$ cat src/sv/sha_pkg.sv
`timescale 1ns / 1ps
package sha_pkg;

  localparam int unsigned WordW    = 32;
  localparam int unsigned BlkWords = 16;
  localparam int unsigned BlkAw    = 4;
  localparam int unsigned Rounds   = 64;
  localparam int unsigned RndW     = 6;

  localparam logic [WordW-1:0] PadWord = 32'h8000_0000;
  localparam logic [7:0]       PadByte = 8'h80;

  function automatic logic [WordW-1:0] iv_val(input logic [2:0] i);
    logic [WordW-1:0] r;
    case (i)
      3'd0: r = 32'h6a09e667;
      3'd1: r = 32'hbb67ae85;
      3'd2: r = 32'h3c6ef372;
      3'd3: r = 32'ha54ff53a;
      3'd4: r = 32'h510e527f;
      3'd5: r = 32'h9b05688c;
      3'd6: r = 32'h1f83d9ab;
      3'd7: r = 32'h5be0cd19;
      default: r = '0;
    endcase
    return r;
  endfunction

  localparam logic [WordW-1:0] RcTab [Rounds] = '{
    32'h428a2f98, 32'h71374491, 32'hb5c0fbcf, 32'he9b5dba5, 32'h3956c25b, 32'h59f111f1,
    32'h923f82a4, 32'hab1c5ed5, 32'hd807aa98, 32'h12835b01, 32'h243185be, 32'h550c7dc3,
    32'h72be5d74, 32'h80deb1fe, 32'h9bdc06a7, 32'hc19bf174, 32'he49b69c1, 32'hefbe4786,
    32'h0fc19dc6, 32'h240ca1cc, 32'h2de92c6f, 32'h4a7484aa, 32'h5cb0a9dc, 32'h76f988da,
    32'h983e5152, 32'ha831c66d, 32'hb00327c8, 32'hbf597fc7, 32'hc6e00bf3, 32'hd5a79147,
    32'h06ca6351, 32'h14292967, 32'h27b70a85, 32'h2e1b2138, 32'h4d2c6dfc, 32'h53380d13,
    32'h650a7354, 32'h766a0abb, 32'h81c2c92e, 32'h92722c85, 32'ha2bfe8a1, 32'ha81a664b,
    32'hc24b8b70, 32'hc76c51a3, 32'hd192e819, 32'hd6990624, 32'hf40e3585, 32'h106aa070,
    32'h19a4c116, 32'h1e376c08, 32'h2748774c, 32'h34b0bcb5, 32'h391c0cb3, 32'h4ed8aa4a,
    32'h5b9cca4f, 32'h682e6ff3, 32'h748f82ee, 32'h78a5636f, 32'h84c87814, 32'h8cc70208,
    32'h90befffa, 32'ha4506ceb, 32'hbef9a3f7, 32'hc67178f2};

  function automatic logic [WordW-1:0] rotr(input logic [WordW-1:0] x, input int unsigned n);
    return (x >> n) | (x << (WordW - n));
  endfunction

endpackage

$ cat src/sv/sha_ram.sv
`timescale 1ns / 1ps
module sha_ram #(
  parameter int unsigned Width = 32,
  parameter int unsigned Depth = 16
) (
  input  logic                     clk_i,
  input  logic                     we_i,
  input  logic [$clog2(Depth)-1:0] waddr_i,
  input  logic [Width-1:0]         wdata_i,
  input  logic [$clog2(Depth)-1:0] raddr_i,
  output logic [Width-1:0]         rdata_o
);
  logic [Width-1:0] mem [Depth];

  always_ff @(posedge clk_i) begin
    if (we_i) mem[waddr_i] <= wdata_i;
    rdata_o <= mem[raddr_i];
  end
endmodule

$ cat src/sv/sha256_message_digest.sv
`timescale 1ns / 1ps
// SHA-256 hash engine.
// Input channel: one 32-bit big-endian message word per handshake
// (msg_word_i, valid_bytes_i, final_word_i with in_valid_i / in_stall_o).
// valid_bytes_i matters on the final word only (0..4, above 4 counts as 4).
// Output channel: the 256-bit digest as digest_w0_o..digest_w7_o with
// out_valid_o / out_stall_i, one digest per message, after the final word.
// Each word is written into a 16-entry block RAM. A word that fills a block
// stalls the input while the RAM read is primed, the 64 rounds run and the
// chaining step adds into the hash. Block words are read from the RAM in the
// cycle before their round; the schedule window sits in registers.
// The final word drives padding: pad words are written one per cycle and one
// or two compressions run; the digest shows on out_valid_o after the last
// compression when the output register is free.
// The digest waits in an output register, so the next message is taken while
// out_stall_i holds it; a second digest holds its chaining step, and with it
// the input, until the first one is taken.
// Reset (rst_ni low, asynchronous) loads the initial hash values and clears
// the fill count and length; RAM contents need no clearing.
module sha256_message_digest
  import sha_pkg::*;
(
  input  logic        clk_i,
  input  logic        rst_ni,
  input  logic        in_valid_i,
  output logic        in_stall_o,
  input  logic [31:0] msg_word_i,
  input  logic [2:0]  valid_bytes_i,
  input  logic        final_word_i,
  output logic        out_valid_o,
  input  logic        out_stall_i,
  output logic [31:0] digest_w0_o,
  output logic [31:0] digest_w1_o,
  output logic [31:0] digest_w2_o,
  output logic [31:0] digest_w3_o,
  output logic [31:0] digest_w4_o,
  output logic [31:0] digest_w5_o,
  output logic [31:0] digest_w6_o,
  output logic [31:0] digest_w7_o
);

  typedef enum logic [2:0] {
    StIdle, StPrime, StRound, StChain, StPad
  } state_e;

  state_e           state_q;
  logic [BlkAw-1:0] fill_q;
  logic [63:0]      len_q;
  logic [WordW-1:0] h_q [8];
  logic [WordW-1:0] v_q [8];
  logic [RndW-1:0]  rnd_q;
  logic             fin_q;     // compression belongs to final padding
  logic             pad1_q;    // 0x80 word still owed (full final word)
  logic             lhi_q;     // length high word written in this block
  logic             out_valid_q;
  logic [WordW-1:0] dig_q [8];

  // schedule window: w[t-16..t-1] mirrored in regs for taps, RAM holds block
  logic [WordW-1:0] win_q [16];

  logic             we;
  logic [BlkAw-1:0] waddr, raddr;
  logic [WordW-1:0] wdata, rdata;

  sha_ram #(.Width(WordW), .Depth(BlkWords)) u_blk (
    .clk_i, .we_i(we), .waddr_i(waddr), .wdata_i(wdata),
    .raddr_i(raddr), .rdata_o(rdata)
  );

  logic        acc;
  logic        out_take;
  logic        dig_free;
  logic        fin_chain;
  logic [2:0]  nb;
  logic [WordW-1:0] keep, last_w;

  assign in_stall_o  = (state_q != StIdle);
  assign acc         = in_valid_i && (state_q == StIdle);
  assign out_valid_o = out_valid_q;
  assign out_take    = out_valid_q && !out_stall_i;
  assign dig_free    = !out_valid_q || !out_stall_i;
  assign fin_chain   = (state_q == StChain) && fin_q && lhi_q && dig_free;
  assign digest_w0_o = dig_q[0];
  assign digest_w1_o = dig_q[1];
  assign digest_w2_o = dig_q[2];
  assign digest_w3_o = dig_q[3];
  assign digest_w4_o = dig_q[4];
  assign digest_w5_o = dig_q[5];
  assign digest_w6_o = dig_q[6];
  assign digest_w7_o = dig_q[7];

  always_comb begin
    nb = (valid_bytes_i > 3'd4) ? 3'd4 : valid_bytes_i;
    case (nb)
      3'd0: keep = 32'h0000_0000;
      3'd1: keep = 32'hff00_0000;
      3'd2: keep = 32'hffff_0000;
      3'd3: keep = 32'hffff_ff00;
      default: keep = 32'hffff_ffff;
    endcase
    case (nb)
      3'd0: last_w = {PadByte, 24'h0};
      3'd1: last_w = (msg_word_i & keep) | {8'h0, PadByte, 16'h0};
      3'd2: last_w = (msg_word_i & keep) | {16'h0, PadByte, 8'h0};
      3'd3: last_w = (msg_word_i & keep) | {24'h0, PadByte};
      default: last_w = msg_word_i;
    endcase
  end

  // pad word for the current fill slot; length low word only after length high
  logic [WordW-1:0] pad_w;
  always_comb begin
    if (pad1_q) pad_w = PadWord;
    else if (fill_q == 4'd14) pad_w = len_q[63:32];
    else if (fill_q == 4'd15 && lhi_q) pad_w = len_q[31:0];
    else pad_w = '0;
  end

  // round datapath
  logic [WordW-1:0] wt, sig1, ch, t1, sig0, maj, t2, s0, s1, wnew;
  always_comb begin
    s0   = rotr(win_q[1], 7) ^ rotr(win_q[1], 18) ^ (win_q[1] >> 3);
    s1   = rotr(win_q[14], 17) ^ rotr(win_q[14], 19) ^ (win_q[14] >> 10);
    wnew = win_q[0] + s0 + win_q[9] + s1;
    wt   = (rnd_q < 6'd16) ? rdata : wnew;
    sig1 = rotr(v_q[4], 6) ^ rotr(v_q[4], 11) ^ rotr(v_q[4], 25);
    ch   = (v_q[4] & v_q[5]) ^ (~v_q[4] & v_q[6]);
    t1   = v_q[7] + sig1 + ch + RcTab[rnd_q] + wt;
    sig0 = rotr(v_q[0], 2) ^ rotr(v_q[0], 13) ^ rotr(v_q[0], 22);
    maj  = (v_q[0] & v_q[1]) ^ (v_q[0] & v_q[2]) ^ (v_q[1] & v_q[2]);
    t2   = sig0 + maj;
  end

  always_comb begin
    we = 1'b0; waddr = fill_q; wdata = '0;
    raddr = '0;
    if (acc) begin
      we = 1'b1;
      wdata = (final_word_i && nb != 3'd4) ? last_w : msg_word_i;
    end else if (state_q == StPad) begin
      we = 1'b1;
      wdata = pad_w;
    end
    if (state_q == StRound) raddr = rnd_q[BlkAw-1:0] + 4'd1;
  end

  always_ff @(posedge clk_i or negedge rst_ni) begin
    if (!rst_ni) begin
      state_q     <= StIdle;
      fill_q      <= '0;
      len_q       <= '0;
      rnd_q       <= '0;
      fin_q       <= 1'b0;
      pad1_q      <= 1'b0;
      lhi_q       <= 1'b0;
      out_valid_q <= 1'b0;
      for (int i = 0; i < 8; i++) begin
        h_q[i]   <= iv_val(3'(i));
        v_q[i]   <= '0;
        dig_q[i] <= '0;
      end
      for (int i = 0; i < 16; i++) win_q[i] <= '0;
    end else begin
      case (state_q)
        StIdle: begin
          if (acc) begin
            fill_q <= fill_q + 4'd1;
            if (!final_word_i) begin
              len_q <= len_q + 64'd32;
              if (fill_q == 4'd15) state_q <= StPrime;
            end else begin
              len_q   <= len_q + {58'd0, nb, 3'd0};
              fin_q   <= 1'b1;
              pad1_q  <= (nb == 3'd4);
              state_q <= (fill_q == 4'd15) ? StPrime : StPad;
            end
          end
        end
        StPad: begin
          pad1_q <= 1'b0;
          if (!pad1_q && fill_q == 4'd14) lhi_q <= 1'b1;
          fill_q <= fill_q + 4'd1;
          if (fill_q == 4'd15) state_q <= StPrime;
        end
        StPrime: begin
          rnd_q <= '0;
          for (int i = 0; i < 8; i++) v_q[i] <= h_q[i];
          state_q <= StRound;
        end
        StRound: begin
          for (int i = 0; i < 15; i++) win_q[i] <= win_q[i+1];
          win_q[15] <= wt;
          v_q[7] <= v_q[6]; v_q[6] <= v_q[5]; v_q[5] <= v_q[4];
          v_q[4] <= v_q[3] + t1;
          v_q[3] <= v_q[2]; v_q[2] <= v_q[1]; v_q[1] <= v_q[0];
          v_q[0] <= t1 + t2;
          rnd_q <= rnd_q + 6'd1;
          if (rnd_q == 6'(Rounds - 1)) state_q <= StChain;
        end
        StChain: begin
          if (!fin_q) begin
            for (int i = 0; i < 8; i++) h_q[i] <= h_q[i] + v_q[i];
            state_q <= StIdle;
          end else if (!lhi_q) begin
            for (int i = 0; i < 8; i++) h_q[i] <= h_q[i] + v_q[i];
            state_q <= StPad;
          end else if (dig_free) begin
            // last block done: hand off the digest and restart the chain
            for (int i = 0; i < 8; i++) begin
              dig_q[i] <= h_q[i] + v_q[i];
              h_q[i]   <= iv_val(3'(i));
            end
            len_q   <= '0;
            fin_q   <= 1'b0;
            lhi_q   <= 1'b0;
            state_q <= StIdle;
          end
        end
        default: state_q <= StIdle;
      endcase

      if (fin_chain) out_valid_q <= 1'b1;
      else if (out_take) out_valid_q <= 1'b0;
    end
  end

endmodule

$ cat config.mk
export PLATFORM = sky130hd
export DESIGN_NAME = sha256_message_digest
export DESIGN_NICKNAME = d
export VERILOG_FILES = /design/src/sv/sha_pkg.sv /design/src/sv/sha_ram.sv /design/src/sv/sha256_message_digest.sv
export SDC_FILE = /design/constraint.sdc
export NUM_CORES = 2
export LEC_CHECK = 0
export BUFFER_PORTS_ARGS = -buffer_cell sky130_fd_sc_hd__buf_2
export CAP_MARGIN = 10
export CORE_MARGIN = 2
export CORE_UTILIZATION = 60
export DETAILED_ROUTE_END_ITERATION = 12
export GPL_TIMING_DRIVEN = 0
export MAX_ROUTING_LAYER = met4
export PLACE_DENSITY_LB_ADDON = 0.3
export SLEW_MARGIN = 10
export SYNTH_ARGS = -nofsm -noshare
export SYNTH_HDL_FRONTEND = slang
export SYNTH_SLANG_ARGS = --single-unit
$ cat constraint.sdc
create_clock -name clk_i -period 19.9 [get_ports clk_i]
set_input_delay 0.995 -clock clk_i [delete_from_list [all_inputs] [get_ports clk_i]]
set_output_delay 0.995 -clock clk_i [all_outputs]
set_load 0.02 [all_outputs]
## Word level (Yosys, flattened, before mapping)

Memory sizes are Yosys's and may differ from the RTL's. A register that Yosys moved wholly into a read port is not among the register bits.
Cells that the tools add are included.

| word-level totals | value |
|---|---|
| bits in writable memories | 512 |
| bits in registers | 1361 |
| output and inout port bits | 258 |
| bits in read-only memories | 2048 |
| memories | 2 |

Memory list:

| memory | words | bits a word | rd ports | clocked after memory_dff | write ports | line | RTL |
|---|---|---|---|---|---|---|---|
| (no name shown) | 64 | 32 | 1 | 0 | 0 | sha256_message_digest.sv:128 | `t1 = v_q[7] + sig1 + ch + RcTab[rnd_q] + wt;` |
| u_blk.mem | 16 | 32 | 1 | 1 | 1 | sha_ram.sv:13 | `logic [Width-1:0] mem [Depth];` |

| operators by class | value |
|---|---|
| reduce and logical (&&, ||, !) cells | 28 |
| bitwise operators | 29 |
| muxes and demuxes | 54 |
| magnitude comparators | 3 |
| equality and inequality tests | 21 |
| add/subtract/negate cells | 23 |

Operators with widths:

| kind | count |
|---|---|
| 256-bit 2-to-1 mux | 3 |
| 32-bit adder | 18 |
| 256-bit one-hot mux with 2 select lines | 1 |
| 64-bit 2-to-1 mux | 5 |
| 32-bit 2-to-1 mux | 9 |
| 32-bit bitwise XOR | 9 |
| 32-bit one-hot mux with 4 select lines | 2 |
| 32-bit bitwise AND | 6 |
| 64-bit one-hot mux with 2 select lines | 1 |
| 64-bit by 6-bit adder with 64-bit output | 1 |
| 64-bit by 6-bit adder with 64-bit output, second input constant | 1 |
| 32-bit NOT | 1 |
| 10-bit by 32-bit OR with 32-bit output | 1 |
| 13-bit by 32-bit OR with 32-bit output | 1 |
| 14-bit by 32-bit OR with 32-bit output | 1 |
| 15-bit by 32-bit OR with 32-bit output | 1 |
| 19-bit by 32-bit OR with 32-bit output | 1 |
| 21-bit by 32-bit OR with 32-bit output | 1 |
| 25-bit by 32-bit OR with 32-bit output | 1 |
| 26-bit by 32-bit OR with 32-bit output | 1 |
| 30-bit by 32-bit OR with 32-bit output | 1 |
| 7-bit by 32-bit OR with 32-bit output | 1 |
| 32-bit by 22-bit bitwise XOR with 32-bit output | 1 |
| 32-bit by 29-bit bitwise XOR with 32-bit output | 1 |
| other kinds (33) | 89 |

## Logic depth before layout (Yosys ltp)

| depth | value |
|---|---|
| word-level depth | 10 |
| depth in mapped cells | 47 |

## By module

From an unflattened synthesis, not the netlist that was laid out.

| unflattened totals | value |
|---|---|
| cells, all modules | 10170 |
| area, all modules | 101371.0 sq um |

Modules (own cells, without submodules):

| module | cells each | instances | area each (sq um) |
|---|---|---|---|
| sha256_message_digest | 9332 | 1 | 81535.7 |
| sha_ram | 838 | 1 | 19835.3 |

## Least setup slack after synthesis

Ideal clock, no wire load.

| path | value |
|---|---|
| path kind | reg2reg |
| start point | reg win_q[456] in the netlist's numbering |
| end point | reg v_q[255] in the netlist's numbering |
| cell stages (with the launch flop) | 45 |
| clock period less this slack | 9.755 ns |
| required time | 19.764 ns |
| library setup time | 0.136 ns |
| arrival | 9.619 ns |
| path slack | 10.145 ns |
| cell sequence | dfrtp_1 > clkbuf_1 > xor2_1 > xnor2_1 > fa_1 > fa_1 > inv_1 > ha_1 > fa_1 > a211oi_1 > o21ai_0 > a31o_2 > a21oi_1 > o21bai_1 > a21oi_1 > xor2_1 > nor2_1 > a21oi_1 > [9 not listed] > a21o_1 > a21oi_1 > o21ai_0 > or2_2 > o21a_1 > nor2_1 > xnor2_1 > fa_1 > ha_1 > a211o_1 > a2111o_1 > o211ai_1 > o211ai_1 > a41oi_1 > a21oi_1 > xnor2_1 > xnor2_1 > o21ai_0 |

| on the way | value |
|---|---|
| word-level cells in the longest chain between the ends | 10 |
| elaborated cells between the ends (all ways) | 11 |
| classes of those cells | 5 x add/sub; 2 x mux; 4 x bitwise |

RTL lines:

| item | line | RTL |
|---|---|---|
| from (decl) | sha256_message_digest.sv:59 | `logic [WordW-1:0] win_q [16];` |
| 25-bit by 32-bit OR with 32-bit output / 14-bit by 32-bit OR with 32-bit output (equally long branches) | sha_pkg.sv:43 | `return (x >> n) \| (x << (WordW - n));` |
| 32-bit bitwise XOR | sha256_message_digest.sv:122 | `s0 = rotr(win_q[1], 7) ^ rotr(win_q[1], 18) ^ (win_q[1] >> 3);` |
| 32-bit by 29-bit bitwise XOR with 32-bit output (*) | sha256_message_digest.sv:122 |  |
| 32-bit adder (*) (3 in series) | sha256_message_digest.sv:124 | `wnew = win_q[0] + s0 + win_q[9] + s1;` |
| 32-bit 2-to-1 mux (*) | sha256_message_digest.sv:125 | `wt = (rnd_q < 6'd16) ? rdata : wnew;` |
| 32-bit adder (*) | sha256_message_digest.sv:128 |  |
| 32-bit adder (*) | sha256_message_digest.sv:196 | `v_q[0] <= t1 + t2;` |
| 256-bit one-hot mux with 2 select lines (*) | sha256_message_digest.sv:164 | `case (state_q)` |
| to (decl) | sha256_message_digest.sv:50 | `logic [WordW-1:0] v_q [8];` |

Every way passes the cells marked *; elsewhere a longest branch is shown, timed or not.
A chain may end at the register's enable or synchronous reset.

## Worst setup path in the final report

| path | value |
|---|---|
| start point | reg rnd_q[0] |
| end point | reg v_q[255] in the netlist's numbering |

| on the way | value |
|---|---|
| word-level cells in the longest chain between the ends | 8 |
| elaborated cells between the ends (all ways) | 10 |
| classes of those cells | 3 x add/sub; 1 x order compare; 4 x mux; 1 x bitwise; 1 x memory |

RTL lines:

| item | line | RTL |
|---|---|---|
| from (decl) | sha256_message_digest.sv:51 | `logic [RndW-1:0] rnd_q;` |
| from (signal assigned) | sha256_message_digest.sv:197 | `rnd_q <= rnd_q + 6'd1;` |
| 6-bit NOT with 7-bit output (implied by the code) | sha256_message_digest.sv:128 |  |
| memory read 64 x 32 bit | n/a |  |
| 32-bit 2-to-1 mux (implied by the code) (2 in series) | sha256_message_digest.sv:128 |  |
| 32-bit adder | sha256_message_digest.sv:128 |  |
| 32-bit adder (*) | sha256_message_digest.sv:128 |  |
| 32-bit adder (*) | sha256_message_digest.sv:196 |  |
| 256-bit one-hot mux with 2 select lines (*) | sha256_message_digest.sv:164 |  |

Every way passes the cells marked *; elsewhere a longest branch is shown, timed or not. The select of a mux whose other input is x is not followed.

==> results.json <==
{
  "synth_edf_count": 512,
  "critPathMaxStageDelay_ns": 0.83,
  "synth.area.mux_share_pct": 3.22,
  "irDropWorstVdd_v": 0.0000907,
  "first_pass_iters": 10,
  "crit_top_cell": "clkbuf_1",
  "hold_viol": 0,
  "synthCells": 10626,
  "max_freq_ghz": 0.0750,
  "synthTopCellsByCount": "nand2_1 (2,611), dfrtp_1 (1,222), o21ai_0 (609)",
  "post-cts-setup-buffer-count": 0,
  "setup_violations": 0,
  "multi_input_area_um2": 48700,
  "drive_above_1_share_pct": 9.35,
  "synth_fp_nets": 11279,
  "synth_cell_types": 94,
  "cts_hold_buffers": 0,
  "htree_levels": 4,
  "power_frac_clock_pct": 48.5,
  "p_leak_nw": 51.2,
  "fin_skew_ns": 0.0857,
  "crit_arrival_ns": 14.10,
  "synth.most_common_cell": "nand2_1",
  "required_ns": 20.67,
  "yosysWarnings": 0,
  "crit_path_start_kind": "register",
  "grt_pass1_vias": 85281,
  "seq_area_um2": 50200,
  "status": "finished, violations left",
  "synthArstFlopShare_pct": 71.4,
  "post_drt_via_cell_ratio": 6.55,
  "rsz0062_at_grt": "false",
  "finalCritPeriodShare_pct": 67.0,
  "overflow": 0,
  "vias": 88946,
  "drc": 0,
  "synth_top_family_by_area": "simple AND/OR/NAND/NOR gates",
  "synth_ff_type": "dfrtp_1",
  "slew_violations": 3,
  "power_density_nw_per_um2": 68.7,
  "antenna_left": 0,
  "clock_latency_ns": 0.91,
  "synth_fa_ha_area_share_pct": 9.20,
  "path_class": "reg -> reg",
  "clk_path_buf_depth": 3,
  "yosysTopAreaCellShare_pct": 29.8,
  "cts_tree": "built",
  "placed_cell_area_um2": 108000,
  "grtUsageTotal_pct": 47.2,
  "synth_xor_area_share_pct": 5.27,
  "synth-seq-cells": 1902,
  "root_buffer": "clkbuf_16",
  "io_buffers": 297,
  "tightestPinTransition_ns": 1.54,
  "slowest_stage": "clkbuf_1",
  "dieWidth_um": 418,
  "grt_pass1_wl_mm": 580,
  "cp_top_family": "buffers and inverters",
  "violations": "capacitance limit, slew limit",
  "ioPinCount": 298,
  "cts_resized": 0,
  "cp-end-kind": "register",
  "area_growth_syn_to_layout_pct": 11.8,
  "max_cap_violations": 1,
  "drt-total-wl_mm": 404,
  "grt_max_degree": 150,
  "core_um2": 170000,
  "path_buf_inv": 7,
  "netSwitchingFraction_pct": 21.7,
  "relSlewSlack_pct": -3.43,
  "fin_tns_setup_ns": 0,
  "synth_top_cell_by_area": "dfrtp_1",
  "cts_made_buffers": 193,
  "wl_per_cell_um": 29.7,
  "synth-compound-area-share_pct": 14.5,
  "synth_seq_area_share_pct": 48.9,
  "path_clk_slew_ns": 0.07,
  "combPwrFrac_pct": 0.9,
  "dieArea_um2": 174000,
  "cp_max_fo": 14,
  "fp.dieH_um": 418,
  "synthTopCellsByArea": "dfrtp_1 (30%), edfxtp_1 (15%), nand2_1 (9.5%)",
  "final_nets": 11829,
  "final_area_um2": 115000,
  "syn_area_um2": 103000,
  "period_minus_slack_ns": 13.33,
  "synthSimpleGateAreaFrac_pct": 15.0,
  "hold_path_class": "in -> async",
  "num_rows": 151,
  "p_sw_mw": 1.71,
  "fillCellCount": 12778,
  "clkSinkCount": 1902,
  "first_iter_violations": 12684,
  "p_int_mw": 6.17,
  "dpl.hpwl_mm": 306,
  "antenna_found_initial": 29,
  "seq_power_share_pct": 50.7,
  "place.gp.congestion": 1.11,
  "syn_area_per_cell_um2": 9.66,
  "initial_utilization_pct": 60.5
}
[cell families (layout without fill, tap and decap cells)]
| family | Yosys count | in the layout |
|---|---|---|
| fa+ha+maj | 642 | 642 |
| flops | 1902 | 1902 |
| compound gates | 2328 | 2328 |
| mux | 299 | 299 |
| xor+xnor | 616 | 616 |
| other cells | 0 | 27 |
| buf+inv | 1074 | 1791 |
| simple gates | 3765 | 3765 |
[layout make-up]
type / instances / share of cell area (%)
antenna: 27 / 0.0589
buffer: 626 / 2.08
clock buffer: 278 / 4.83
clock inverter: 84 / 0.939
inverter: 448 / 1.47
multi-input combinational: 7650 / 42.4
sequential: 1902 / 43.7
tap: 2218 / 2.42
timing repair buffer: 355 / 2.12
[layout by cell type (no fill, tap or decap), types with 35 or more instances in the layout]
| master | count |
|---|---|
| clkbuf_16 | 195 |
| dfrtp_1 | 1222 |
| a21oi_1 | 545 |
| ha_1 | 415 |
| o221ai_1 | 43 |
| o22a_1 | 109 |
| fa_1 | 198 |
| a21o_1 | 158 |
| nand2_1 | 2610 |
| nand2b_1 | 75 |
| edfxtp_1 | 512 |
| a221oi_1 | 36 |
| o21a_1 | 66 |
| a22o_1 | 113 |
| clkbuf_8 | 35 |
| o21bai_1 | 38 |
| nor3_1 | 84 |
| dfstp_2 | 136 |
| o21ai_0 | 599 |
| buf_2 | 300 |
| and3_1 | 78 |
| nor2_1 | 535 |
| nand3_1 | 143 |
| a31oi_1 | 254 |
| buf_1 | 40 |
| o22ai_1 | 52 |
| inv_1 | 447 |
| o211ai_1 | 38 |
| clkbuf_1 | 608 |
| a211oi_1 | 41 |
| mux2i_1 | 121 |
| nor2b_1 | 60 |
| xor2_1 | 211 |
| xnor2_1 | 402 |
| mux2_2 | 168 |
[metal layers]
layer	wire, µm	global-route usage (%)
met1	151000	60.2
met2	172000	66.5
met3	50900	13.8
met4	30300	29.0
met5	0	-
[through the flow]
stage	hold slack, ns	setup slack, ns	instances	power [mW]	util, %
floorplan	0.435	10.15	10626	4.07	-
global placement	0.445	-11.34	13141	4.13	63.0
detailed placement	0.447	7.20	13198	4.14	63.7
CTS	0.0301	7.07	13560	7.87	67.6
global route	0.0673	6.39	13583	8.02	67.6
finish	0.0312	6.57	13588	7.88	67.7
[sequential cells by signal, summed over array words and instances (netlist names)]
signal,cells
digest_w3_o,32
digest_w0_o,32
digest_w1_o,32
lhi_q,1
digest_w6_o,32
pad1_q,1
digest_w4_o,32
digest_w7_o,32
len_q,61
fill_q,4
v_q,256
state_q,3
h_q,256
digest_w5_o,32
out_valid_o,1
win_q,512
digest_w2_o,32
rnd_q,6
fin_q,1
u_blk.mem,512
u_blk.rdata_o,32
[worst paths after layout]
path / start / to / slack [ns] / cells after the start
worst max-delay path: rnd_q[0] / v_q[255] / 6.57 / 34
worst min-delay path: rst_ni / digest_w5_o[1] / 0.03 / 1
worst max register to register: rnd_q[0] / v_q[255] / 6.57 / 34
worst min register to register: win_q[429] / win_q[461] / 0.44 / 2
max in group asynchronous: rst_ni / win_q[302] / 16.24 / 6
min in group clk_i: win_q[429] / win_q[461] / 0.44 / 2
[power groups by stage]
stage               sequential, mW  clock (mW)  combinational (mW)
finish                        3.99        3.82              0.0677
global route                  3.99        3.95              0.0795
CTS                           4.00        3.81              0.0704
detailed placement            4.07           0              0.0701
global placement              4.07           0              0.0617
floorplan                     4.07           0             0.00316
Note: power is estimated with default switching activity, not from simulation.
